**src/rtl/awc_pkg.sv**
```systemverilog
// Shared types and constants for the anagram window counter.
// Holds the command codes, stream field widths and the stage-one control struct.
// No dependencies; used by the top level and its checker.
`default_nettype none

package awc_pkg;

	// Command carried on the slave tuser lane.
	localparam int OP_W = 2;
	typedef logic [OP_W-1:0] op_t;

	localparam op_t OP_CLEAR   = 2'd0;
	localparam op_t OP_PATTERN = 2'd1;
	localparam op_t OP_TEXT    = 2'd2;

	// Letter index field and the slave tdata width (rounded up to whole bytes).
	localparam int LETTER_W    = 5;
	localparam int IN_DATA_W   = ((LETTER_W + 7) / 8) * 8;

	typedef logic [LETTER_W-1:0] letter_t;

	// Control that travels with a beat from the front stage into stage one.
	typedef struct packed {
		op_t     op;
		letter_t letter;
		logic    add_pattern;
		logic    leave;
		logic    k_zero;
		logic    window_full;
	} s1_ctl_t;

endpackage

`default_nettype wire

```
**src/rtl/anagram_window_count.sv**
```systemverilog
// An accepted command beat is held in the stage-one register, then its result beat in the
// output register; it waits in stage one while the output register holds an untaken beat.
// Throughput: one beat per cycle; the slave side takes a new beat every cycle unless both the
// stage-one register and the output register hold beats that the master side has not taken.
// Reset (arst_n low) clears the counters, both histograms, the match total and all valid flags.
// The ring of recent letters is not cleared; only slots written since the last clear are read.
// A clear command resets the counters, histograms and match total through the beat flow.
`default_nettype none

// Top level of the anagram window counter. Depends on awc_pkg.
// Front stage keeps counters and the letter ring; stage one keeps histograms and the total.
module anagram_window_count #(
	parameter int MAX_PATTERN      = 64,
	parameter int ALPHABET         = 26,
	parameter int MATCH_COUNT_BITS = 16
) (
	input  wire                              clk,
	input  wire                              arst_n,
	// Slave side: one command beat per handshake.
	input  wire                              s_tvalid,
	output logic                             s_tready,
	input  wire  [awc_pkg::OP_W-1:0]         s_tuser,  // op
	input  wire  [awc_pkg::IN_DATA_W-1:0]    s_tdata,  // letter, then zero fill
	// Master side: one result beat per command beat.
	output logic                             m_tvalid,
	input  wire                              m_tready,
	output logic [((2 + MATCH_COUNT_BITS + 7) / 8) * 8 - 1:0] m_tdata
	// m_tdata: window_full, is_match, match_total, then zero fill
);

	// Histogram bins saturate at twice the longest pattern minus one.
	localparam int HIST_W   = $clog2(2 * MAX_PATTERN);
	localparam int HIST_MAX = 2 * MAX_PATTERN - 1;
	// Pattern length and letters seen both run from 0 to MAX_PATTERN.
	localparam int LEN_W    = $clog2(MAX_PATTERN + 1);
	localparam int PTR_W    = (MAX_PATTERN > 1) ? $clog2(MAX_PATTERN) : 1;
	localparam int SUM_W    = LEN_W + 1;

	// ------------------------------------------------------------------
	// Handshake and stage flow.
	// Stage one advances into the output register whenever that register
	// is empty or being drained. The slave side is ready whenever stage
	// one is empty or advancing, so beats flow one per cycle.
	// ------------------------------------------------------------------
	logic s1_valid_q;
	logic out_valid_q;
	logic out_free;
	logic advance;
	logic accept;

	assign out_free = !out_valid_q || m_tready;
	assign advance  = s1_valid_q && out_free;
	assign s_tready = !s1_valid_q || out_free;
	assign accept   = s_tvalid && s_tready;
	assign m_tvalid = out_valid_q;

	always_ff @(posedge clk or negedge arst_n) begin
		if (!arst_n) begin
			s1_valid_q  <= 1'b0;
			out_valid_q <= 1'b0;
		end else begin
			if (accept) begin
				s1_valid_q <= 1'b1;
			end else if (advance) begin
				s1_valid_q <= 1'b0;
			end
			if (advance) begin
				out_valid_q <= 1'b1;
			end else if (m_tready) begin
				out_valid_q <= 1'b0;
			end
		end
	end

	// ------------------------------------------------------------------
	// Front stage: pattern length, letters seen and the ring pointer are
	// updated as each beat is accepted, so the ring slot of the letter
	// that leaves the window can be read right away.
	// ------------------------------------------------------------------
	awc_pkg::op_t     in_op;
	awc_pkg::letter_t in_letter;
	logic             letter_ok;

	assign in_op     = awc_pkg::op_t'(s_tuser);
	assign in_letter = s_tdata[awc_pkg::LETTER_W-1:0];
	assign letter_ok = int'(in_letter) < ALPHABET;

	logic [LEN_W-1:0] plen_q;
	logic [LEN_W-1:0] seen_q;
	logic [PTR_W-1:0] ptr_q;

	logic [LEN_W-1:0] plen_nx;
	logic [LEN_W-1:0] seen_nx;
	logic [PTR_W-1:0] ptr_nx;
	logic             add_pattern;
	logic             leave;
	logic [SUM_W-1:0] ptr_ext;
	logic [SUM_W-1:0] k_ext;
	logic [SUM_W-1:0] slot_wide;
	logic [PTR_W-1:0] slot;

	// Slot of the letter k places back, modulo the ring depth.
	assign ptr_ext   = SUM_W'(ptr_q);
	assign k_ext     = SUM_W'(plen_q);
	assign slot_wide = (ptr_ext >= k_ext) ? (ptr_ext - k_ext)
	                                      : (ptr_ext + SUM_W'(MAX_PATTERN) - k_ext);
	assign slot      = slot_wide[PTR_W-1:0];

	assign add_pattern = letter_ok && (plen_q < LEN_W'(MAX_PATTERN));
	assign leave       = seen_q >= plen_q;

	always_comb begin
		plen_nx = plen_q;
		seen_nx = seen_q;
		ptr_nx  = ptr_q;
		case (in_op)
			awc_pkg::OP_CLEAR: begin
				plen_nx = '0;
				seen_nx = '0;
				ptr_nx  = '0;
			end
			awc_pkg::OP_PATTERN: begin
				if (add_pattern) begin
					plen_nx = plen_q + LEN_W'(1);
				end
			end
			awc_pkg::OP_TEXT: begin
				if (seen_q < LEN_W'(MAX_PATTERN)) begin
					seen_nx = seen_q + LEN_W'(1);
				end
				ptr_nx = (ptr_q == PTR_W'(MAX_PATTERN - 1)) ? '0 : (ptr_q + PTR_W'(1));
			end
			default: begin
			end
		endcase
	end

	always_ff @(posedge clk or negedge arst_n) begin
		if (!arst_n) begin
			plen_q <= '0;
			seen_q <= '0;
			ptr_q  <= '0;
		end else if (accept) begin
			plen_q <= plen_nx;
			seen_q <= seen_nx;
			ptr_q  <= ptr_nx;
		end
	end

	// Ring of recent letters. When the pattern fills the whole ring, the slot
	// read is the slot being written; the read still returns the letter stored
	// there before this beat, which is exactly the letter that leaves.
	awc_pkg::letter_t ring_mem [MAX_PATTERN];
	awc_pkg::letter_t old_letter_s1;

	always_ff @(posedge clk) begin
		if (accept) begin
			if (in_op == awc_pkg::OP_TEXT) begin
				ring_mem[ptr_q] <= in_letter;
			end
			old_letter_s1 <= ring_mem[slot];
		end
	end

	// Control for stage one. The window-full flag reflects the counters
	// after this beat, which is what the result reports.
	awc_pkg::s1_ctl_t ctl_s1;

	always_ff @(posedge clk) begin
		if (accept) begin
			ctl_s1.op          <= in_op;
			ctl_s1.letter      <= in_letter;
			ctl_s1.add_pattern <= add_pattern;
			ctl_s1.leave       <= leave;
			ctl_s1.k_zero      <= (plen_q == '0);
			ctl_s1.window_full <= (seen_nx >= plen_nx);
		end
	end

	// ------------------------------------------------------------------
	// Stage one: per-letter histogram cells. Each bin adds the incoming
	// letter first (saturating), then removes the leaving letter (floored
	// at zero), and compares itself against the pattern bin.
	// ------------------------------------------------------------------
	awc_pkg::letter_t rem_letter;
	logic             is_text;
	logic [ALPHABET-1:0] bin_eq;

	assign rem_letter = ctl_s1.k_zero ? ctl_s1.letter : old_letter_s1;
	assign is_text    = (ctl_s1.op == awc_pkg::OP_TEXT);

	logic [HIST_W-1:0] win_q [ALPHABET];
	logic [HIST_W-1:0] pat_q [ALPHABET];

	for (genvar j = 0; j < ALPHABET; j++) begin : g_bin
		logic              add_hit;
		logic              rem_hit;
		logic [HIST_W-1:0] win_add;
		logic [HIST_W-1:0] win_nx;

		assign add_hit = is_text && (int'(ctl_s1.letter) == j);
		assign rem_hit = ctl_s1.leave && (int'(rem_letter) == j);
		assign win_add = (add_hit && (win_q[j] < HIST_W'(HIST_MAX)))
		                 ? (win_q[j] + HIST_W'(1)) : win_q[j];
		assign win_nx  = (rem_hit && (win_add != '0)) ? (win_add - HIST_W'(1)) : win_add;
		assign bin_eq[j] = (win_nx == pat_q[j]);

		always_ff @(posedge clk or negedge arst_n) begin
			if (!arst_n) begin
				win_q[j] <= '0;
				pat_q[j] <= '0;
			end else if (advance) begin
				case (ctl_s1.op)
					awc_pkg::OP_CLEAR: begin
						win_q[j] <= '0;
						pat_q[j] <= '0;
					end
					awc_pkg::OP_PATTERN: begin
						if (ctl_s1.add_pattern && (int'(ctl_s1.letter) == j)) begin
							pat_q[j] <= pat_q[j] + HIST_W'(1);
						end
					end
					awc_pkg::OP_TEXT: begin
						win_q[j] <= win_nx;
					end
					default: begin
					end
				endcase
			end
		end
	end

	// Match decision and the saturating total.
	logic                        hit;
	logic [MATCH_COUNT_BITS-1:0] count_q;
	logic [MATCH_COUNT_BITS-1:0] count_nx;

	assign hit = is_text && ctl_s1.window_full && (&bin_eq);

	always_comb begin
		count_nx = count_q;
		if (ctl_s1.op == awc_pkg::OP_CLEAR) begin
			count_nx = '0;
		end else if (hit && (count_q != '1)) begin
			count_nx = count_q + MATCH_COUNT_BITS'(1);
		end
	end

	always_ff @(posedge clk or negedge arst_n) begin
		if (!arst_n) begin
			count_q <= '0;
		end else if (advance) begin
			count_q <= count_nx;
		end
	end

	// ------------------------------------------------------------------
	// Output register. It holds a finished beat while the master side
	// stalls; stage one can still take a beat if it is empty.
	// ------------------------------------------------------------------
	logic                        full_q;
	logic                        match_q;
	logic [MATCH_COUNT_BITS-1:0] total_q;

	always_ff @(posedge clk) begin
		if (advance) begin
			full_q  <= ctl_s1.window_full;
			match_q <= hit;
			total_q <= count_nx;
		end
	end

	always_comb begin
		m_tdata = '0;
		m_tdata[0] = full_q;
		m_tdata[1] = match_q;
		m_tdata[2 +: MATCH_COUNT_BITS] = total_q;
	end

endmodule

`default_nettype wire

```
**config.mk**
```make
export PLATFORM = sky130hd
export DESIGN_NAME = anagram_window_count
export DESIGN_NICKNAME = d
export VERILOG_FILES = /design/src/rtl/awc_pkg.sv /design/src/rtl/anagram_window_count.sv
export SDC_FILE = /design/constraint.sdc
export NUM_CORES = 2
export LEC_CHECK = 0
export BUFFER_PORTS_ARGS = -buffer_cell sky130_fd_sc_hd__buf_2
export CAP_MARGIN = 20
export CELL_PAD_IN_SITES_DETAIL_PLACEMENT = 2
export CELL_PAD_IN_SITES_GLOBAL_PLACEMENT = 2
export CORE_MARGIN = 2
export CORE_UTILIZATION = 46
export CTS_CLUSTER_DIAMETER = 120
export CTS_CLUSTER_SIZE = 28
export DETAILED_ROUTE_END_ITERATION = 12
export HOLD_SLACK_MARGIN = 0.02
export PLACE_DENSITY_LB_ADDON = 0.1
export SLEW_MARGIN = 5
export SYNTH_ARGS = -nofsm -noshare
export SYNTH_HDL_FRONTEND = slang
export SYNTH_SLANG_ARGS = --single-unit
```
**constraint.sdc**
```tcl
create_clock -name clk -period 12 [get_ports clk]
set_input_delay 2.4 -clock clk [delete_from_list [all_inputs] [get_ports clk]]
set_output_delay 2.4 -clock clk [all_outputs]
set_load 0.05 [all_outputs]
```
======== Word level (Yosys, flattened, before mapping) ========
Memory sizes are Yosys's and may differ from the RTL's. A register that Yosys moved wholly into a read port is not among the register bits.
Cells that the tools add are included.
storage, ports and cells
  flip-flop bits (word level) ............. 431
  RAM bits ................................ 320
  input port bits ......................... 14
  word-level logic and storage cells ...... 645
  memories ................................ 1
cells by class
  add/sub/neg operators ................... 85
  $lt $le $gt $ge ......................... 32
  eq/ne operators ......................... 108
  multiplexer cells ....................... 147
  reductions and logical operators ........ 205
memories
  memory    depth  bits a word  read ports  clocked after Yosys merged registers in  wr ports  RTL line                     RTL
  ring_mem  64     5            1           1                                        1         anagram_window_count.sv:153  awc_pkg::letter_t ring_mem [MAX_PATTERN];
operators by type and width
  cell                   number
  $pmux 7 s2             54
  $mux 7                 80
  $add 7x1->7 const B    54
  $lt 7x7->1 const B     28
  $eq 7x7->1             26
  $reduce_bool 7->1      26
  $sub 7x1->7 const B    26
  $eq 5x5->1 const B     32
  $logic_and 1x1->1      136
  $reduce_and 3->1       26
  $eq 5x4->1 const B     12
  $ne 2x2->1 const B     26
  $mux 16                2
  $reduce_and 26->1      1
  $eq 5x3->1 const B     4
  $add 16x1->16 const B  1
  $ne 16x16->1 const B   1
  $ge 7x7->1             2
  $add 6x1->6 const B    2
  $mux 6                 2
  $pmux 6 s2             1
  $sub 6x6->6            2
  $eq 5x2->1 const B     2
  $logic_not 5->1        2
  13 further kinds       29

======== Longest topological paths before layout ========
  depth in word-level cells ............... 13
  mapped depth ............................ 23
  depth with buffers taken out ............ 17

======== Least setup slack after synthesis ========
Ideal clock, no wire load.
  kind .................................... reg-to-reg
  from .................................... register ctl_s1[9] (netlist name)
  to ...................................... register total_q[7] (data pin)
  setup time .............................. 0.271 ns
  arrival time ............................ 5.208 ns
  required time ........................... 11.729 ns
  slack ................................... 6.521 ns
  stages on the path, launching flop included .. 23
  buffers on the path ..................... 5
  period minus slack after synthesis ...... 5.479 ns
  cells stage by stage .................... edfxtp_1 -> buf_6 -> and3b_1 -> buf_2 -> buf_2 -> buf_2 -> o2111ai_1 -> mux2i_1 -> ha_1 -> inv_1 -> or2_2 -> mux2i_1 -> nand3_1 -> o211ai_1 -> a21boi_0 -> xnor2_1 -> nand4_1 -> or4_4 -> nor4_4 -> nand4_2 -> buf_2 -> o31ai_1 -> o21ai_0
on the way
  word-level cells in the longest chain between the ends .. 13
RTL lines
  item                                                  RTL line                     RTL
  start: declaration                                    anagram_window_count.sv:167  awc_pkg::s1_ctl_t ctl_s1;
  branches (longest 12 deep; another with $sub 7x1->7)  n/a
  $mux 16 *                                             anagram_window_count.sv:242  if (ctl_s1.op == awc_pkg::OP_CLEAR) begin
  named net count_nx[7]                                 anagram_window_count.sv:236  logic [MATCH_COUNT_BITS-1:0] count_nx;
  end signal: assignment                                anagram_window_count.sv:269  total_q <= count_nx;
  end: declaration                                      anagram_window_count.sv:263  logic [MATCH_COUNT_BITS-1:0] total_q;
Mark *: on every way through the listed nets, which the timed path passes.
A chain may end at the register's enable or synchronous reset.

======== Final worst setup path ========
Same ends and word-level chain as after synthesis.

==> out/metrics.yaml <==
status: "finished clean"
ys_warn_count: 0
cp_max_fo: 37
fp.dieH_um: 336
ir_drop_mv: 0.273
worst_slew_pin_slew_ns: 1.32
clkLatencyLatePin_ns: 0.71
p_switching_mw: 2.79
path_class: "flop to flop"
finalHoldViolations: 0
pin_count: 40
rsz0062_at_grt: "false"
hold_end: "pat_q[83]$_DFFE_PN0P_"
initial_core_util: 0.465
wl_per_cell_um: 35.5
clkSinkCount: 756
syn-cell-area_mm2: 0.0507
r2r_cells: 17
grt_pass1_wl_um: 341000
syn_to_final_growth_pct: 5.34
grt_pass1_vias: 47791
drt_iter0_drc: 4497
final_net_count: 5204
endpoint_kind: "flop"
cts_tree: "done"
yosys-top-cells-count: "nand2_1 (466), nor2_1 (429), dfrtp_1 (402), edfxtp_1 (354), o21ai_0 (343)"
row_count: 121
finalSetupViolCount: 0
root_buffer: "clkbuf_16"
cts_buffer_depth: 3
synth_edf_count: 354
ys_ff_latch: 756
start_kind: "flop"
track_usage: 0.413
synth_top_cell_area_share: 0.210
cp_data_required_time_ns: 12.42
cts_htree_levels: 2
slew_viol_final: 0
io_buffers: 30
drc: 0
ant_nets: 0
seqPwrFrac: 0.435
clock_power_share: 0.233
synth_ff_type: "dfrtp_1"
vias_per_cell: 6.98
fillers: 11464
post-cts-setup-buffers: 0
grt_max_degree: 132
finalSetupTns_ns: 0
r2r-end: "total_q[7]$_DFFE_PP_"
p_total_mw: 7.15
yosys.cell_types.count: 126
hpwl_um: 174000
crit_arrival_ns: 8.76
fin_crit_ns: 8.34
hold_depth: 2
power_density_mw_per_mm2: 134
async_reset_ff_frac: 0.532
cts_resized: 0
post-route-period-util: 0.695
route.vias.total: 46089
cts_buffers: 37
firstDrtPassIters: 5
max-cap-violations: 0
wl_um: 234000
ys_seq_area_frac: 0.408
holdCritPathClass: "flop to flop"
regToRegStartpoint: "ctl_s1[9]$_DFFE_PP_"
yosysMostFrequentCell: "nand2_1"
grt_overflow_total: 0
cts_hold_buf: 0
power.leakage_nw: 20.0
synth_area_per_cell_um2: 9.71
p_int_mw: 4.36
swShare: 0.391
rrSetupSlack_ns: 3.66
fp.dieW_um: 336
core-area_mm2: 0.109
gp_congestion: 1.08
clock_skew_ns: 0.0451
dieArea_mm2: 0.113
drive_gt1_frac: 0.0896
synth_area_leaders: "edfxtp_1 (21%), dfrtp_1 (20%), mux4_2 (4.4%), nand2_1 (3.4%), o21ai_0 (3.4%)"
hp-start: "pat_q[83]$_DFFE_PN0P_"
slew_headroom: 0.114
netlist_instances: 5221
power_frac_comb: 0.332
yosysTopAreaCell: "edfxtp_1"
max_freq_mhz: 120
antenna_found_initial: 12
path_clk_slew_ns: 0.13
[power groups by stage]
stage / Sequential (mW) / Clock, mW / Combinational [mW]
floorplan: 3.01 / 0 / 1.44
global placement: 3.13 / 0 / 2.18
detailed placement: 3.15 / 0 / 2.29
CTS: 3.10 / 1.68 / 2.33
global route: 3.12 / 1.75 / 2.45
finish: 3.11 / 1.67 / 2.37
[stage by stage]
step | hold slack, ns | setup WS [ns] | utilization | instance area [µm²] | std cells
6_report | 0.575 | 3.66 | 0.489 | 53400 | 6599
4_1_cts | 0.577 | 3.88 | 0.489 | 53400 | 6587
2_1_floorplan | 0.449 | 6.52 | - | 50700 | 5226
3_5_place_dp | 0.548 | 3.99 | 0.478 | 52100 | 6519
5_1_grt | 0.608 | 3.19 | 0.489 | 53400 | 6590
3_3_place_gp | 0.514 | 4.35 | 0.478 | 52100 | 6519
[registers in the layout, summed over array words and instances, names as in the netlist]
name and flops:
count_q 16, ctl_s1 11, full_q 1, m_tvalid 1, match_q 1, old_letter_s1 5
pat_q 182, plen_q 7, ptr_q 6, ring_mem 320, s1_valid_q 1, seen_q 7
total_q 16, win_q 182
[layout make-up]
type                            instances  area (µm²)  area share
Timing Repair Buffer                  114         818      0.0153
Inverter                              132         495     0.00927
Tap cell                             1476        1850      0.0346
Sequential cell                       756       20700       0.387
Clock inverter                         14         224     0.00419
Clock buffer                           54        1010      0.0189
Antenna cell                            9        22.5    0.000422
Multi-Input combinational cell       4044       28300       0.530
[metal layers]
metal	wire length (µm)	track usage	share of wire	up-vias
li1	-	-	-	19396
met1	91600	0.514	0.39	24148
met2	108000	0.663	0.46	1942
met3	16700	0.0717	0.071	595
met4	17900	0.270	0.076	8
met5	54	0	0.00023	-
[logic make-up (layout without fill, tap and decap cells)]
group,Yosys count,in the layout,synth area share
XOR/XNOR,381,381,0.0679
other,1,15,0.0000739
AO/OA/AOI/OAI,1122,1122,0.151
buffers and inverters,426,314,0.0357
AND/OR/NAND/NOR,2100,2100,0.220
flip-flops,756,756,0.408
adder cells (fa/ha/maj),105,105,0.0261
multiplexers,330,330,0.0918
[worst max-delay path: stages (launching register included)]
cell and delay, ns:
edfxtp_1 0.34, buf_4 0.49, buf_4 0.59, and4bb_2 0.47, o211ai_1 0.52, mux2i_1 0.44, ha_1 0.26, nand3_1 0.12
a2111oi_0 0.43, mux2i_1 0.55, xor2_1 0.15, a2111oi_0 0.88, o2111ai_1 0.23, nor4_1 0.64, and2_1 0.48, nand4_2 0.63
o31ai_1 0.57, o21ai_0 0.18
[cells in the final DEF (no fill, tap or decap), types with 44 or more instances in the layout]
cell type,count
nand2_1,465
nor2_1,428
dfrtp_1,402
edfxtp_1,354
o21ai_0,343
nand3_1,266
xnor2_1,188
nand4_1,186
a21oi_1,185
xor2_1,183
mux2i_1,162
inv_1,132
nor3_1,122
ha_1,103
mux4_2,100
buf_4,81
and3_1,78
nor4_1,70
nand2b_1,69
or3_1,67
a22o_1,66
mux2_2,64
o211ai_1,50
nor2b_1,48
o2111ai_1,44
o31ai_1,44
and2_1,44
[worst max-delay path by stage]
| stage | startpoint | to | slack, ns | depth (start not counted) |
|---|---|---|---|---|
| floorplan | ctl_s1[9]$_DFFE_PP_ | total_q[7]$_DFFE_PP_ | 6.52 | 22 |
| global placement | ctl_s1[10]$_DFFE_PP_ | count_q[7]$_DFFE_PN0P_ | 4.35 | 19 |
| detailed placement | ctl_s1[10]$_DFFE_PP_ | total_q[7]$_DFFE_PP_ | 3.99 | 19 |
| CTS | ctl_s1[9]$_DFFE_PP_ | total_q[7]$_DFFE_PP_ | 3.88 | 17 |
| global route | ctl_s1[9]$_DFFE_PP_ | total_q[7]$_DFFE_PP_ | 3.19 | 17 |
| finish | ctl_s1[9]$_DFFE_PP_ | total_q[7]$_DFFE_PP_ | 3.66 | 17 |
No activity file was read; power rests on OpenSTA's default activity.
